===== config.mk =====
export PLATFORM = sky130hd
export DESIGN_NAME = tank_level_integrator_full_detect_top
export DESIGN_NICKNAME = d
export VERILOG_FILES = /design/src/rtl/tli_pkg.sv /design/src/rtl/tli_cfg.sv /design/src/rtl/tli_ctrl.sv /design/src/rtl/tli_dp.sv /design/src/rtl/tank_level_integrator_full_detect_top.sv
export SDC_FILE = /design/constraint.sdc
export NUM_CORES = 1
export LEC_CHECK = 0
export BUFFER_PORTS_ARGS = -buffer_cell sky130_fd_sc_hd__buf_4
export CAP_MARGIN = 5
export CORE_ASPECT_RATIO = 0.9
export CORE_MARGIN = 3
export CORE_UTILIZATION = 58
export CTS_CLUSTER_SIZE = 8
export DETAILED_ROUTE_END_ITERATION = 10
export PLACE_DENSITY = 0.79
export SLEW_MARGIN = 25
export SYNTH_ARGS = -nofsm -noshare
export SYNTH_HDL_FRONTEND = slang
export SYNTH_HIERARCHICAL = 1
export SYNTH_SLANG_ARGS = --single-unit

===== constraint.sdc =====
create_clock -name clk_i -period 6.4 [get_ports clk_i]
set_input_delay 1.28 -clock clk_i [delete_from_list [all_inputs] [get_ports clk_i]]
set_output_delay 1.28 -clock clk_i [all_outputs]
set_load 0.02 [all_outputs]

===== src/rtl/tli_pkg.sv =====
// Shared types and constants for the tank level integrator.
package tli_pkg;

  localparam int unsigned AccW   = 21;
  localparam int unsigned CapW   = 15;
  localparam int unsigned RateW  = 16;
  localparam int unsigned DurW   = 22;
  localparam int unsigned PctW   = 7;
  localparam int unsigned EmpW   = 13;
  localparam int unsigned TimeW  = 32;
  localparam int unsigned CfgIdxW  = 3;
  localparam int unsigned CfgDataW = 22;

  // Product widths: acc * 100 and capacity * 60 * percent.
  localparam int unsigned ProdW  = 28;
  localparam int unsigned Cap60W = 21;
  localparam int unsigned Emp60W = 19;

  // Quotient of level_acc / 60 by reciprocal multiplication.
  localparam int unsigned RecipW  = 22;
  localparam int unsigned RecipSh = 27;
  localparam logic [RecipW-1:0] RecipM = 22'd2236963;

  localparam int unsigned QuoW = 7;
  localparam logic [2:0] DivTopBit = 3'd6;

  localparam logic [CapW-1:0] CapMin = 15'd5000;
  localparam logic [CapW-1:0] CapMax = 15'd30000;
  localparam logic [PctW-1:0] PctSat = 7'd100;

  localparam logic [CfgIdxW-1:0] RegCapacity  = 3'd0;
  localparam logic [CfgIdxW-1:0] RegStopThr   = 3'd1;
  localparam logic [CfgIdxW-1:0] RegStopDur   = 3'd2;
  localparam logic [CfgIdxW-1:0] RegFullPct   = 3'd3;
  localparam logic [CfgIdxW-1:0] RegEmptyThr  = 3'd4;

  typedef struct packed {
    logic             cmd;
    logic [RateW-1:0] inflow_mlpm;
    logic [RateW-1:0] outflow_mlpm;
    logic [TimeW-1:0] now_ms;
  } in_item_t;

  typedef struct packed {
    logic [CapW-1:0] level_ml;
    logic [PctW-1:0] level_pct;
    logic            is_full;
  } out_item_t;

  typedef struct packed {
    logic [CapW-1:0]  capacity_ml;
    logic [RateW-1:0] stop_threshold_mlpm;
    logic [DurW-1:0]  stop_duration_ms;
    logic [PctW-1:0]  full_fraction_pct;
    logic [EmpW-1:0]  empty_threshold_ml;
  } cfg_t;

  typedef struct packed {
    logic load;
    logic clamp;
    logic full_chk;
    logic empty_chk;
    logic div_init;
    logic div_step;
    logic out_load;
  } ctrl_cmd_t;

  typedef struct packed {
    logic div_last;
  } ctrl_sts_t;

endpackage


===== src/rtl/tli_cfg.sv =====
// Configuration register file for the tank level integrator.
module tli_cfg
  import tli_pkg::*;
(
  input  logic                clk_i,
  input  logic                rst_ni,
  input  logic                cfg_we_i,
  input  logic [CfgIdxW-1:0]  cfg_idx_i,
  input  logic [CfgDataW-1:0] cfg_data_i,
  output cfg_t                cfg_o
);

  cfg_t cfg_q;
  logic [CapW-1:0] cap_wr;

  assign cap_wr = cfg_data_i[CapW-1:0];
  assign cfg_o  = cfg_q;

  always_ff @(posedge clk_i or negedge rst_ni) begin
    if (!rst_ni) begin
      cfg_q.capacity_ml         <= 15'd20000;
      cfg_q.stop_threshold_mlpm <= 16'd50;
      cfg_q.stop_duration_ms    <= 22'd60000;
      cfg_q.full_fraction_pct   <= 7'd90;
      cfg_q.empty_threshold_ml  <= 13'd200;
    end else if (cfg_we_i) begin
      case (cfg_idx_i)
        RegCapacity: begin
          // Out-of-range capacities are dropped so the divisor never reaches zero.
          if (cap_wr >= CapMin && cap_wr <= CapMax) begin
            cfg_q.capacity_ml <= cap_wr;
          end
        end
        RegStopThr:  cfg_q.stop_threshold_mlpm <= cfg_data_i[RateW-1:0];
        RegStopDur:  cfg_q.stop_duration_ms    <= cfg_data_i[DurW-1:0];
        RegFullPct:  cfg_q.full_fraction_pct   <= cfg_data_i[PctW-1:0];
        RegEmptyThr: cfg_q.empty_threshold_ml  <= cfg_data_i[EmpW-1:0];
        default: ;
      endcase
    end
  end

endmodule


===== src/rtl/tli_ctrl.sv =====
// Sequencing state machine for the tank level integrator.
module tli_ctrl
  import tli_pkg::*;
(
  input  logic      clk_i,
  input  logic      rst_ni,
  input  logic      in_valid_i,
  output logic      in_ready_o,
  output logic      out_valid_o,
  input  logic      out_ready_i,
  input  ctrl_sts_t sts_i,
  output ctrl_cmd_t cmd_o
);

  typedef enum logic [2:0] {
    S_IDLE,
    S_CLAMP,
    S_FULL,
    S_EMPTY,
    S_PREP,
    S_DIV,
    S_DONE
  } state_e;

  state_e state_q;
  logic   out_valid_q;
  logic   out_free;

  assign out_free    = !out_valid_q || out_ready_i;
  assign in_ready_o  = (state_q == S_IDLE);
  assign out_valid_o = out_valid_q;

  always_comb begin
    cmd_o           = '0;
    cmd_o.load      = (state_q == S_IDLE) && in_valid_i;
    cmd_o.clamp     = (state_q == S_CLAMP);
    cmd_o.full_chk  = (state_q == S_FULL);
    cmd_o.empty_chk = (state_q == S_EMPTY);
    cmd_o.div_init  = (state_q == S_PREP);
    cmd_o.div_step  = (state_q == S_DIV);
    cmd_o.out_load  = (state_q == S_DONE) && out_free;
  end

  always_ff @(posedge clk_i or negedge rst_ni) begin
    if (!rst_ni) begin
      state_q     <= S_IDLE;
      out_valid_q <= 1'b0;
    end else begin
      if (cmd_o.out_load) begin
        out_valid_q <= 1'b1;
      end else if (out_ready_i) begin
        out_valid_q <= 1'b0;
      end
      case (state_q)
        S_IDLE: begin
          if (in_valid_i) begin
            state_q <= S_CLAMP;
          end
        end
        S_CLAMP: state_q <= S_FULL;
        S_FULL:  state_q <= S_EMPTY;
        S_EMPTY: state_q <= S_PREP;
        S_PREP:  state_q <= S_DIV;
        S_DIV: begin
          if (sts_i.div_last) begin
            state_q <= S_DONE;
          end
        end
        S_DONE: begin
          if (out_free) begin
            state_q <= S_IDLE;
          end
        end
        default: state_q <= S_IDLE;
      endcase
    end
  end

endmodule


===== src/rtl/tli_dp.sv =====
// Datapath for the tank level integrator: level state, detection and output arithmetic.
module tli_dp
  import tli_pkg::*;
(
  input  logic      clk_i,
  input  logic      rst_ni,
  input  cfg_t      cfg_i,
  input  in_item_t  in_data_i,
  input  ctrl_cmd_t cmd_i,
  output ctrl_sts_t sts_o,
  output out_item_t out_data_o
);

  in_item_t        in_q;
  logic [AccW-1:0] acc_q;
  logic            full_q;
  logic            stop_active_q;
  logic [TimeW-1:0] stop_start_q;
  logic            low_in_q;
  logic [ProdW-1:0] tgt_q;
  logic [Emp60W-1:0] emp60_q;
  logic [ProdW-1:0] num_q;
  logic [QuoW-1:0]  quo_q;
  logic [2:0]       cnt_q;
  logic [CapW-1:0]  lml_q;
  out_item_t        out_q;

  logic signed [AccW+1:0] lvl_s;
  logic [AccW-1:0]        top;
  logic [AccW-1:0]        lvl_clamped;
  logic [Cap60W-1:0]      cap60;
  logic [Emp60W-1:0]      emp60;
  logic [ProdW-1:0]       acc100;
  logic [TimeW-1:0]       elapsed;
  logic                   full_hit;
  logic                   low_in;
  logic [AccW+RecipW-1:0] recip_prod;
  logic [ProdW-1:0]       div_sh;
  logic [PctW-1:0]        pct;

  assign lvl_s = $signed({2'b00, acc_q}) + $signed({7'd0, in_q.inflow_mlpm})
               - $signed({7'd0, in_q.outflow_mlpm});
  assign top   = {cfg_i.capacity_ml, 6'd0} - {6'd0, cfg_i.capacity_ml};
  assign cap60 = {cfg_i.capacity_ml, 6'd0} - {4'd0, cfg_i.capacity_ml, 2'd0};
  assign emp60 = {cfg_i.empty_threshold_ml, 6'd0}
               - {4'd0, cfg_i.empty_threshold_ml, 2'd0};
  assign low_in = in_q.inflow_mlpm < cfg_i.stop_threshold_mlpm;

  always_comb begin
    if (lvl_s < 0) begin
      lvl_clamped = '0;
    end else if (lvl_s > $signed({2'b00, top})) begin
      lvl_clamped = top;
    end else begin
      lvl_clamped = lvl_s[AccW-1:0];
    end
  end

  assign acc100  = {1'b0, acc_q, 6'd0} + {2'd0, acc_q, 5'd0} + {5'd0, acc_q, 2'd0};
  assign elapsed = in_q.now_ms - stop_start_q;
  assign full_hit = stop_active_q && (elapsed >= {10'd0, cfg_i.stop_duration_ms})
                  && (acc100 >= tgt_q) && !full_q;

  assign recip_prod = {{RecipW{1'b0}}, acc_q} * {{AccW{1'b0}}, RecipM};
  assign div_sh     = {7'd0, cap60} << cnt_q;
  assign pct        = (quo_q > PctSat) ? PctSat : quo_q;

  assign sts_o.div_last = (cnt_q == '0);
  assign out_data_o     = out_q;

  always_ff @(posedge clk_i or negedge rst_ni) begin
    if (!rst_ni) begin
      acc_q         <= '0;
      full_q        <= 1'b0;
      stop_active_q <= 1'b0;
      stop_start_q  <= '0;
    end else begin
      if (cmd_i.clamp) begin
        if (in_q.cmd) begin
          acc_q         <= '0;
          full_q        <= 1'b0;
          stop_active_q <= 1'b0;
          stop_start_q  <= '0;
        end else begin
          acc_q <= lvl_clamped;
          if (low_in) begin
            if (!stop_active_q) begin
              stop_start_q  <= in_q.now_ms;
              stop_active_q <= 1'b1;
            end
          end else begin
            stop_active_q <= 1'b0;
            stop_start_q  <= '0;
            full_q        <= 1'b0;
          end
        end
      end
      if (cmd_i.full_chk && full_hit) begin
        acc_q  <= cap60;
        full_q <= 1'b1;
      end
      if (cmd_i.empty_chk && !in_q.cmd && low_in_q && (acc_q != '0)
          && ({{(AccW-Emp60W){1'b0}}, emp60_q} > acc_q)) begin
        acc_q  <= '0;
        full_q <= 1'b0;
      end
    end
  end

  always_ff @(posedge clk_i) begin
    if (cmd_i.load) begin
      in_q <= in_data_i;
    end
    if (cmd_i.clamp) begin
      low_in_q <= low_in;
      tgt_q    <= ProdW'({7'd0, cap60} * {{(ProdW-PctW){1'b0}}, cfg_i.full_fraction_pct});
      emp60_q  <= emp60;
    end
    if (cmd_i.div_init) begin
      num_q <= acc100;
      quo_q <= '0;
      cnt_q <= DivTopBit;
      lml_q <= recip_prod[RecipSh+CapW-1:RecipSh];
    end
    if (cmd_i.div_step) begin
      if (num_q >= div_sh) begin
        num_q        <= num_q - div_sh;
        quo_q[cnt_q] <= 1'b1;
      end
      cnt_q <= cnt_q - 3'd1;
    end
    if (cmd_i.out_load) begin
      out_q.level_ml  <= lml_q;
      out_q.level_pct <= pct;
      out_q.is_full   <= full_q;
    end
  end

endmodule


===== src/rtl/tank_level_integrator_full_detect_top.sv =====
// Top level of the tank level integrator with full and empty detection.
// Each accepted transaction produces one result transaction. The controller
// runs a fixed sequence: the clamp, full check, empty check and divider
// setup, the one-bit-per-cycle restoring divider that forms the level
// percent, loading the output register, and the idle state in which the
// next sample is accepted, so a new sample waits until the last one's
// result has been loaded. The input side accepts only while the
// controller is idle; a pending result holds the controller until it is
// taken. Configuration writes take effect at once and are meant to happen
// only while no sample is in flight.
module tank_level_integrator_full_detect_top
  import tli_pkg::*;
(
  input  logic                clk_i,
  input  logic                rst_ni,
  input  logic                in_valid_i,
  output logic                in_ready_o,
  input  in_item_t            in_data_i,
  output logic                out_valid_o,
  input  logic                out_ready_i,
  output out_item_t           out_data_o,
  input  logic                cfg_we_i,
  input  logic [CfgIdxW-1:0]  cfg_idx_i,
  input  logic [CfgDataW-1:0] cfg_data_i
);

  cfg_t      cfg;
  ctrl_cmd_t cmd;
  ctrl_sts_t sts;

  tli_cfg u_cfg (
    .clk_i      (clk_i),
    .rst_ni     (rst_ni),
    .cfg_we_i   (cfg_we_i),
    .cfg_idx_i  (cfg_idx_i),
    .cfg_data_i (cfg_data_i),
    .cfg_o      (cfg)
  );

  tli_ctrl u_ctrl (
    .clk_i       (clk_i),
    .rst_ni      (rst_ni),
    .in_valid_i  (in_valid_i),
    .in_ready_o  (in_ready_o),
    .out_valid_o (out_valid_o),
    .out_ready_i (out_ready_i),
    .sts_i       (sts),
    .cmd_o       (cmd)
  );

  tli_dp u_dp (
    .clk_i      (clk_i),
    .rst_ni     (rst_ni),
    .cfg_i      (cfg),
    .in_data_i  (in_data_i),
    .cmd_i      (cmd),
    .sts_o      (sts),
    .out_data_o (out_data_o)
  );

endmodule


==> results.ini, run 1 <==
[cells_and_area]
diodes = 0
areaGrowthSynthToFinish_pct = 15.9
stdcell_area_sq_um = 35400
fin_nets = 4108
fillers = 3864
drive_gt1_share_pct = 17.0

[timing]
fin_ws_ps = 112
period_needed_ps = 6290
tightest_slew_ps = 1110
finalSetupViolCount = 0
finClkSkew_ps = 37.1
relSlewSlack_pct = 24.8
timing.fmax_mhz = 159
maxSlewViolCount = 0
hold_ws_ps = 400
finalCritPeriodShare_pct = 98.2
tns_ps = 0
rsz0062_at_grt = true
finalHoldViolCount = 0

[synthesis]
synthTopCellsByArea = ha_1 (19%), edfxtp_1 (15%), fa_1 (12%), dfrtp_1 (9.0%), inv_1 (5.3%)
synthTopCellsByCount = ha_1 (463), inv_1 (433), nand2_1 (205)
ys_ff_latch = 315
yosys_warnings = 6
synth_enable_flop_cells = 150
syn-num-nets = 3844
postSynthCellCount = 3107
synth_area_leader_cell = ha_1
syn_area_per_cell_sq_um = 9.82
ys_seq_area_share_pct = 27.8
syn_area_sq_um = 30500
yosysUniqueCellTypes = 95
synthFlopType = edfxtp_1
async_reset_ff_share_pct = 41.9
yosys.cell_count.top_type = ha_1
yosys.area.top_type_share_pct = 19.0

[global_routing]
grt_max_degree = 72
grt_pass1_wl_microns = 132000
grt_antenna_before_repair = 2
grt_overflow = 0
grt_pass1_vias = 24800
track_usage_pct = 30.4

[routing]
routed-via-count = 24600
drtPass1Iterations = 6
post-route-drc-count = 0
avgRoutedWirePerCell_microns = 20.8
via_per_inst = 6.00
ant_nets = 0
first_iter_violations = 2039
wl_microns = 85400

[floorplanning]
initial_utilization_pct = 58.8
pin_count = 120
die_y_microns = 224
core_area_sq_um = 51900
rows = 79
die_area_sq_um = 55400
die_w_microns = 248

[clock_tree]
clk-insertion-delay-late_ps = 600
clock_path_buffers = 3
cts_hold_buf = 0
cts.clk_slew.worst_paths_ps = 50
cts_tree = done
cts_buffers = 46
cts.sinks = 315
cts_max_level = 2
root_buffer = clkbuf_16

[setup_path]
worst-setup-path-type = reg2reg
required_ps = 6740
crit_arrival_ps = 6630
crit_path_end_kind = flip-flop
crit_fanout = 4
critical_path.startpoint_type = flip-flop

[hold_path]
hold_path.class = reg2reg

[place]
port_buffers = 119
dp_slack_ps = -201
placed_cell_area_sq_um = 33300
finalWeightedCongestion = 0.989
hpwl_microns = 67000

[run]
maxCapViolCount = 0

[outcome]
status = finished clean

path summary, 6_finish.rpt:
path	startpoint	end	slack, ps	cells past startpoint
setup / recovery	u_cfg/cfg_o[62]$_DFFE_PN0P_	u_dp/tgt_q[27]$_DFFE_PP_	110	25
hold / removal	u_dp/lml_q[11]$_DFFE_PP_	u_dp/out_data_o[19]$_DFFE_PP_	400	0
setup reg to reg	u_cfg/cfg_o[62]$_DFFE_PN0P_	u_dp/tgt_q[27]$_DFFE_PP_	110	25
hold reg to reg	u_dp/lml_q[11]$_DFFE_PP_	u_dp/out_data_o[19]$_DFFE_PP_	400	0
max in group asynchronous	rst_ni	u_cfg/cfg_o[49]$_DFFE_PN0P_	4390	2
min in group asynchronous	rst_ni	u_dp/stop_start_q[23]$_DFFE_PN0P_	740	1
critical path, cell delays in order (launching register included):
cell and delay [ps]:
dfrtp_2 410, inv_1 120, ha_4 220, buf_4 150, a21oi_2 150, o21ai_2 100, a21oi_4 230, o21bai_2 110
xor2_2 200, and2_1 200, fa_1 520, fa_1 510, fa_1 490, inv_1 50, fa_1 520, inv_1 40
ha_1 210, or3_4 400, o21ai_4 100, a211oi_4 80, o31ai_4 230, a211oi_2 100, a211o_1 300, a221o_1 360
a21oi_2 130, xnor2_1 80
layer usage:
metal  up-vias  GRT usage [%]  share of wire, %
li1      11400              -                 -
met1     11900           42.6                43
met4         4           10.7               3.6
met3       196           5.96               8.4
met2      1041           47.2                45
met5         -              0             0.021
per-stage QoR:
stage          cells  utilization (%)
6_report        4095             68.1
5_1_grt         4095             68.1
4_1_cts         4089             67.1
3_5_place_dp    4003             64.2
3_3_place_gp    4003             64.2
2_1_floorplan   3107                -
placed cells by master (no fill, tap or decap), drive strengths merged, types with 22 or more instances in the layout:
cell,n
ha,463
inv,437
buf,286
nand2,205
fa,179
a21oi,156
edfxtp,150
o21ai,146
nor2,136
dfrtp,110
xnor2,104
and2,90
a21o,82
mux2,80
clkbuf,80
mux2i,64
nand3,64
xor2,41
nor3,41
nor2b,37
o21a,34
a22o,33
dfxtp,33
nand4,29
nand2b,27
dfstp,22
a31oi,22
layout make-up:
| cell class | instances | area [sq um] | area share, % |
|---|---|---|---|
| sequential | 315 | 8500 | 24.0 |
| tap | 688 | 861 | 2.43 |
| clock inverter | 4 | 76.3 | 0.216 |
| clock buffer | 80 | 1310 | 3.70 |
| inverter | 435 | 1630 | 4.62 |
| multi-input combinational | 2287 | 20800 | 58.8 |
| timing repair buffer | 286 | 2200 | 6.23 |
logic make-up after synthesis:
kind of cell / synth area share, %
AND/OR/NAND/NOR: 11.8
adder cells (fa/ha/maj): 30.7
AO/OA/AOI/OAI: 13.9
buffers and inverters: 6.35
flip-flops: 27.8
XOR/XNOR: 4.16
multiplexers: 5.16
repair_timing:
item | CTS | global route
buffers inserted | 2 | 5
setup endpoints to repair | 6 | 52
resized for setup | 19 | 93
cloned | 0 | 1
pin swaps | 13 | 69
sequential cells by signal, indices dropped and copies added (netlist names):
register and flops:
u_cfg/cfg_o 73, u_ctrl/out_valid_o 1, u_ctrl/state_q 3, u_dp/acc_q 21
u_dp/cnt_q 3, u_dp/emp60_q 17, u_dp/full_q 1, u_dp/in_q 65
u_dp/lml_q 15, u_dp/low_in_q 1, u_dp/num_q 26, u_dp/out_data_o 23
u_dp/quo_q 7, u_dp/stop_active_q 1, u_dp/stop_start_q 32, u_dp/tgt_q 26
Power of run 1 is not shown: default switching activity piles up to over one toggle a cycle in this logic, so the estimate is an artifact.
==> inputs of run 2 (changes only) <==
--- a/config.mk
+++ b/config.mk
@@ -5,13 +5,13 @@
 export SDC_FILE = /design/constraint.sdc
 export NUM_CORES = 1
 export LEC_CHECK = 0
-export BUFFER_PORTS_ARGS = -buffer_cell sky130_fd_sc_hd__buf_4
 export CAP_MARGIN = 5
 export CORE_ASPECT_RATIO = 0.9
 export CORE_MARGIN = 3
-export CORE_UTILIZATION = 58
+export CORE_UTILIZATION = 60
 export CTS_CLUSTER_SIZE = 8
 export DETAILED_ROUTE_END_ITERATION = 10
+export DONT_BUFFER_PORTS = 1
 export PLACE_DENSITY = 0.79
 export SLEW_MARGIN = 25
 export SYNTH_ARGS = -nofsm -noshare
==> run 2 against run 1 <==
Clock-buffer cell count down 2; fmax down 0.59%; sequential share of layout area up 0.60 points; critical endpoint is now u_dp/tgt_q[25]$_DFFE_PP_; largest cell class unchanged.
==> results.ini, run 2 (same netlist as run 1, synthesis figures left out) <==
[floorplanning]
core_area_sq_um = 49700
initial_utilization_pct = 61.4
die_y_microns = 220
pin_count = 120
die_w_microns = 244
rows = 77
die_area_sq_um = 53600

[timing]
rsz0062_at_grt = true
finClkSkew_ps = 37.3
tightest_slew_ps = 1050
finalHoldViolCount = 0
fin_ws_ps = 75.0
finalSetupViolCount = 0
maxSlewViolCount = 0
period_needed_ps = 6330
hold_ws_ps = 394
finalCritPeriodShare_pct = 98.8
timing.fmax_mhz = 158
relSlewSlack_pct = 29.0

[clock_tree]
cts_max_level = 2
clock_path_buffers = 3
cts.clk_slew.worst_paths_ps = 50
cts.sinks = 315
clk-insertion-delay-late_ps = 580
cts_buffers = 46
cts_hold_buf = 0
root_buffer = clkbuf_16
cts_tree = done

[setup_path]
crit_path_end_kind = flip-flop
r2r_cells = 25
crit_arrival_ps = 6650
required_ps = 6730
critical_path.startpoint_type = flip-flop
worst-setup-path-type = reg2reg
r2r_slack_ps = 70
worstReg2RegStart = u_cfg/cfg_o[62]$_DFFE_PN0P_
r2r-end = u_dp/tgt_q[25]$_DFFE_PP_
crit_fanout = 4

[hold_path]
hp-start = u_dp/lml_q[14]$_DFFE_PP_
hold_path_end = u_dp/out_data_o[22]$_DFFE_PP_
hold_depth = 0
hold_path.class = reg2reg

[routing]
ant_nets = 0
via_per_inst = 6.10
routed-via-count = 24300
first_iter_violations = 2115
drtPass1Iterations = 6
avgRoutedWirePerCell_microns = 21.3
post-route-drc-count = 0
wl_microns = 84800

[cells_and_area]
largest_reg_flops = 73
utilization_pct = 69.4
fin_nets = 4018
final_common_cell = ha_1
stdcell_area_sq_um = 34500
areaGrowthSynthToFinish_pct = 13.1
drive_gt1_share_pct = 14.5
final_cell_mix = ha_1 (449), inv_1 (429), nand2_1 (203)

[place]
port_buffers = 0
hpwl_microns = 66200
dp_slack_ps = -229
placed_cell_area_sq_um = 32500
finalWeightedCongestion = 0.960

[global_routing]
grt_pass1_wl_microns = 133000
track_usage_pct = 31.3
grt_antenna_before_repair = 3
grt_overflow = 0
grt_max_degree = 133
grt_pass1_vias = 24600

[run]
maxCapViolCount = 0

[outcome]
status = finished clean

## run 2: timing repair
item                                    in CTS  in global routing
pin swaps                                   11                 39
cloned                                       0                  1
setup buffers                                3                 15
resized for setup                           20                 75
endpoints found under the setup margin       4                 61
## run 2: cell type report
cell class	instances	area [sq um]
multi-input cells	2287	20700
fillers	3762	15200
flip-flops and latches	315	8500
inverters	435	1630
repair buffers	196	1510
clock buffers	78	1280
well taps	671	840
clock inverters	5	60.1
diodes	3	7.51
## run 2: worst max path at each step
stage | startpoint | slack [ps] | endpoint
2_1_floorplan | u_cfg/cfg_o[58]$_DFFE_PN0P_ | 0.5 | u_dp/tgt_q[27]$_DFFE_PP_
3_3_place_gp | u_cfg/cfg_o[63]$_DFFE_PN1P_ | -40 | u_dp/tgt_q[27]$_DFFE_PP_
3_5_place_dp | u_cfg/cfg_o[63]$_DFFE_PN1P_ | -230 | u_dp/tgt_q[27]$_DFFE_PP_
4_1_cts | u_cfg/cfg_o[62]$_DFFE_PN0P_ | 4 | u_dp/tgt_q[22]$_DFFE_PP_
5_1_grt | u_cfg/cfg_o[58]$_DFFE_PN0P_ | -90 | u_dp/tgt_q[27]$_DFFE_PP_
6_report | u_cfg/cfg_o[62]$_DFFE_PN0P_ | 70 | u_dp/tgt_q[25]$_DFFE_PP_
## run 2: metrics by stage
stage	instances	TNS (ps)
finish	3990	0
global placement	3885	-43.5
CTS	3971	0
detailed placement	3885	-457
floorplan	3107	0
global route	3989	-502
## run 2: critical path, stage by stage, from the launching register on
cell and delay [ps]:
dfrtp_2 400, buf_4 150, ha_4 240, a21o_1 170
a21o_1 190, or4_4 430, o21bai_4 200, a31oi_4 210
xnor2_2 80, and2_4 160, fa_1 500, inv_1 50
fa_1 490, fa_1 540, inv_1 50, fa_1 500
ha_4 320, nand3_1 90, a211oi_2 240, o31ai_4 90
a211oi_2 320, a211o_1 180, buf_4 130, a21o_1 120
a21oi_1 70, xnor2_1 130
## run 2: metal layers
layer  vias up  wire length [microns]  track usage (%)
met5         -                     51                0
met4         2                   3240             11.0
met3       213                   6900             5.94
met2      1013                  37400             49.4
met1     11900                  37200             43.3
li1      11200                      -                -
Power of run 2 is left out for the same reason.
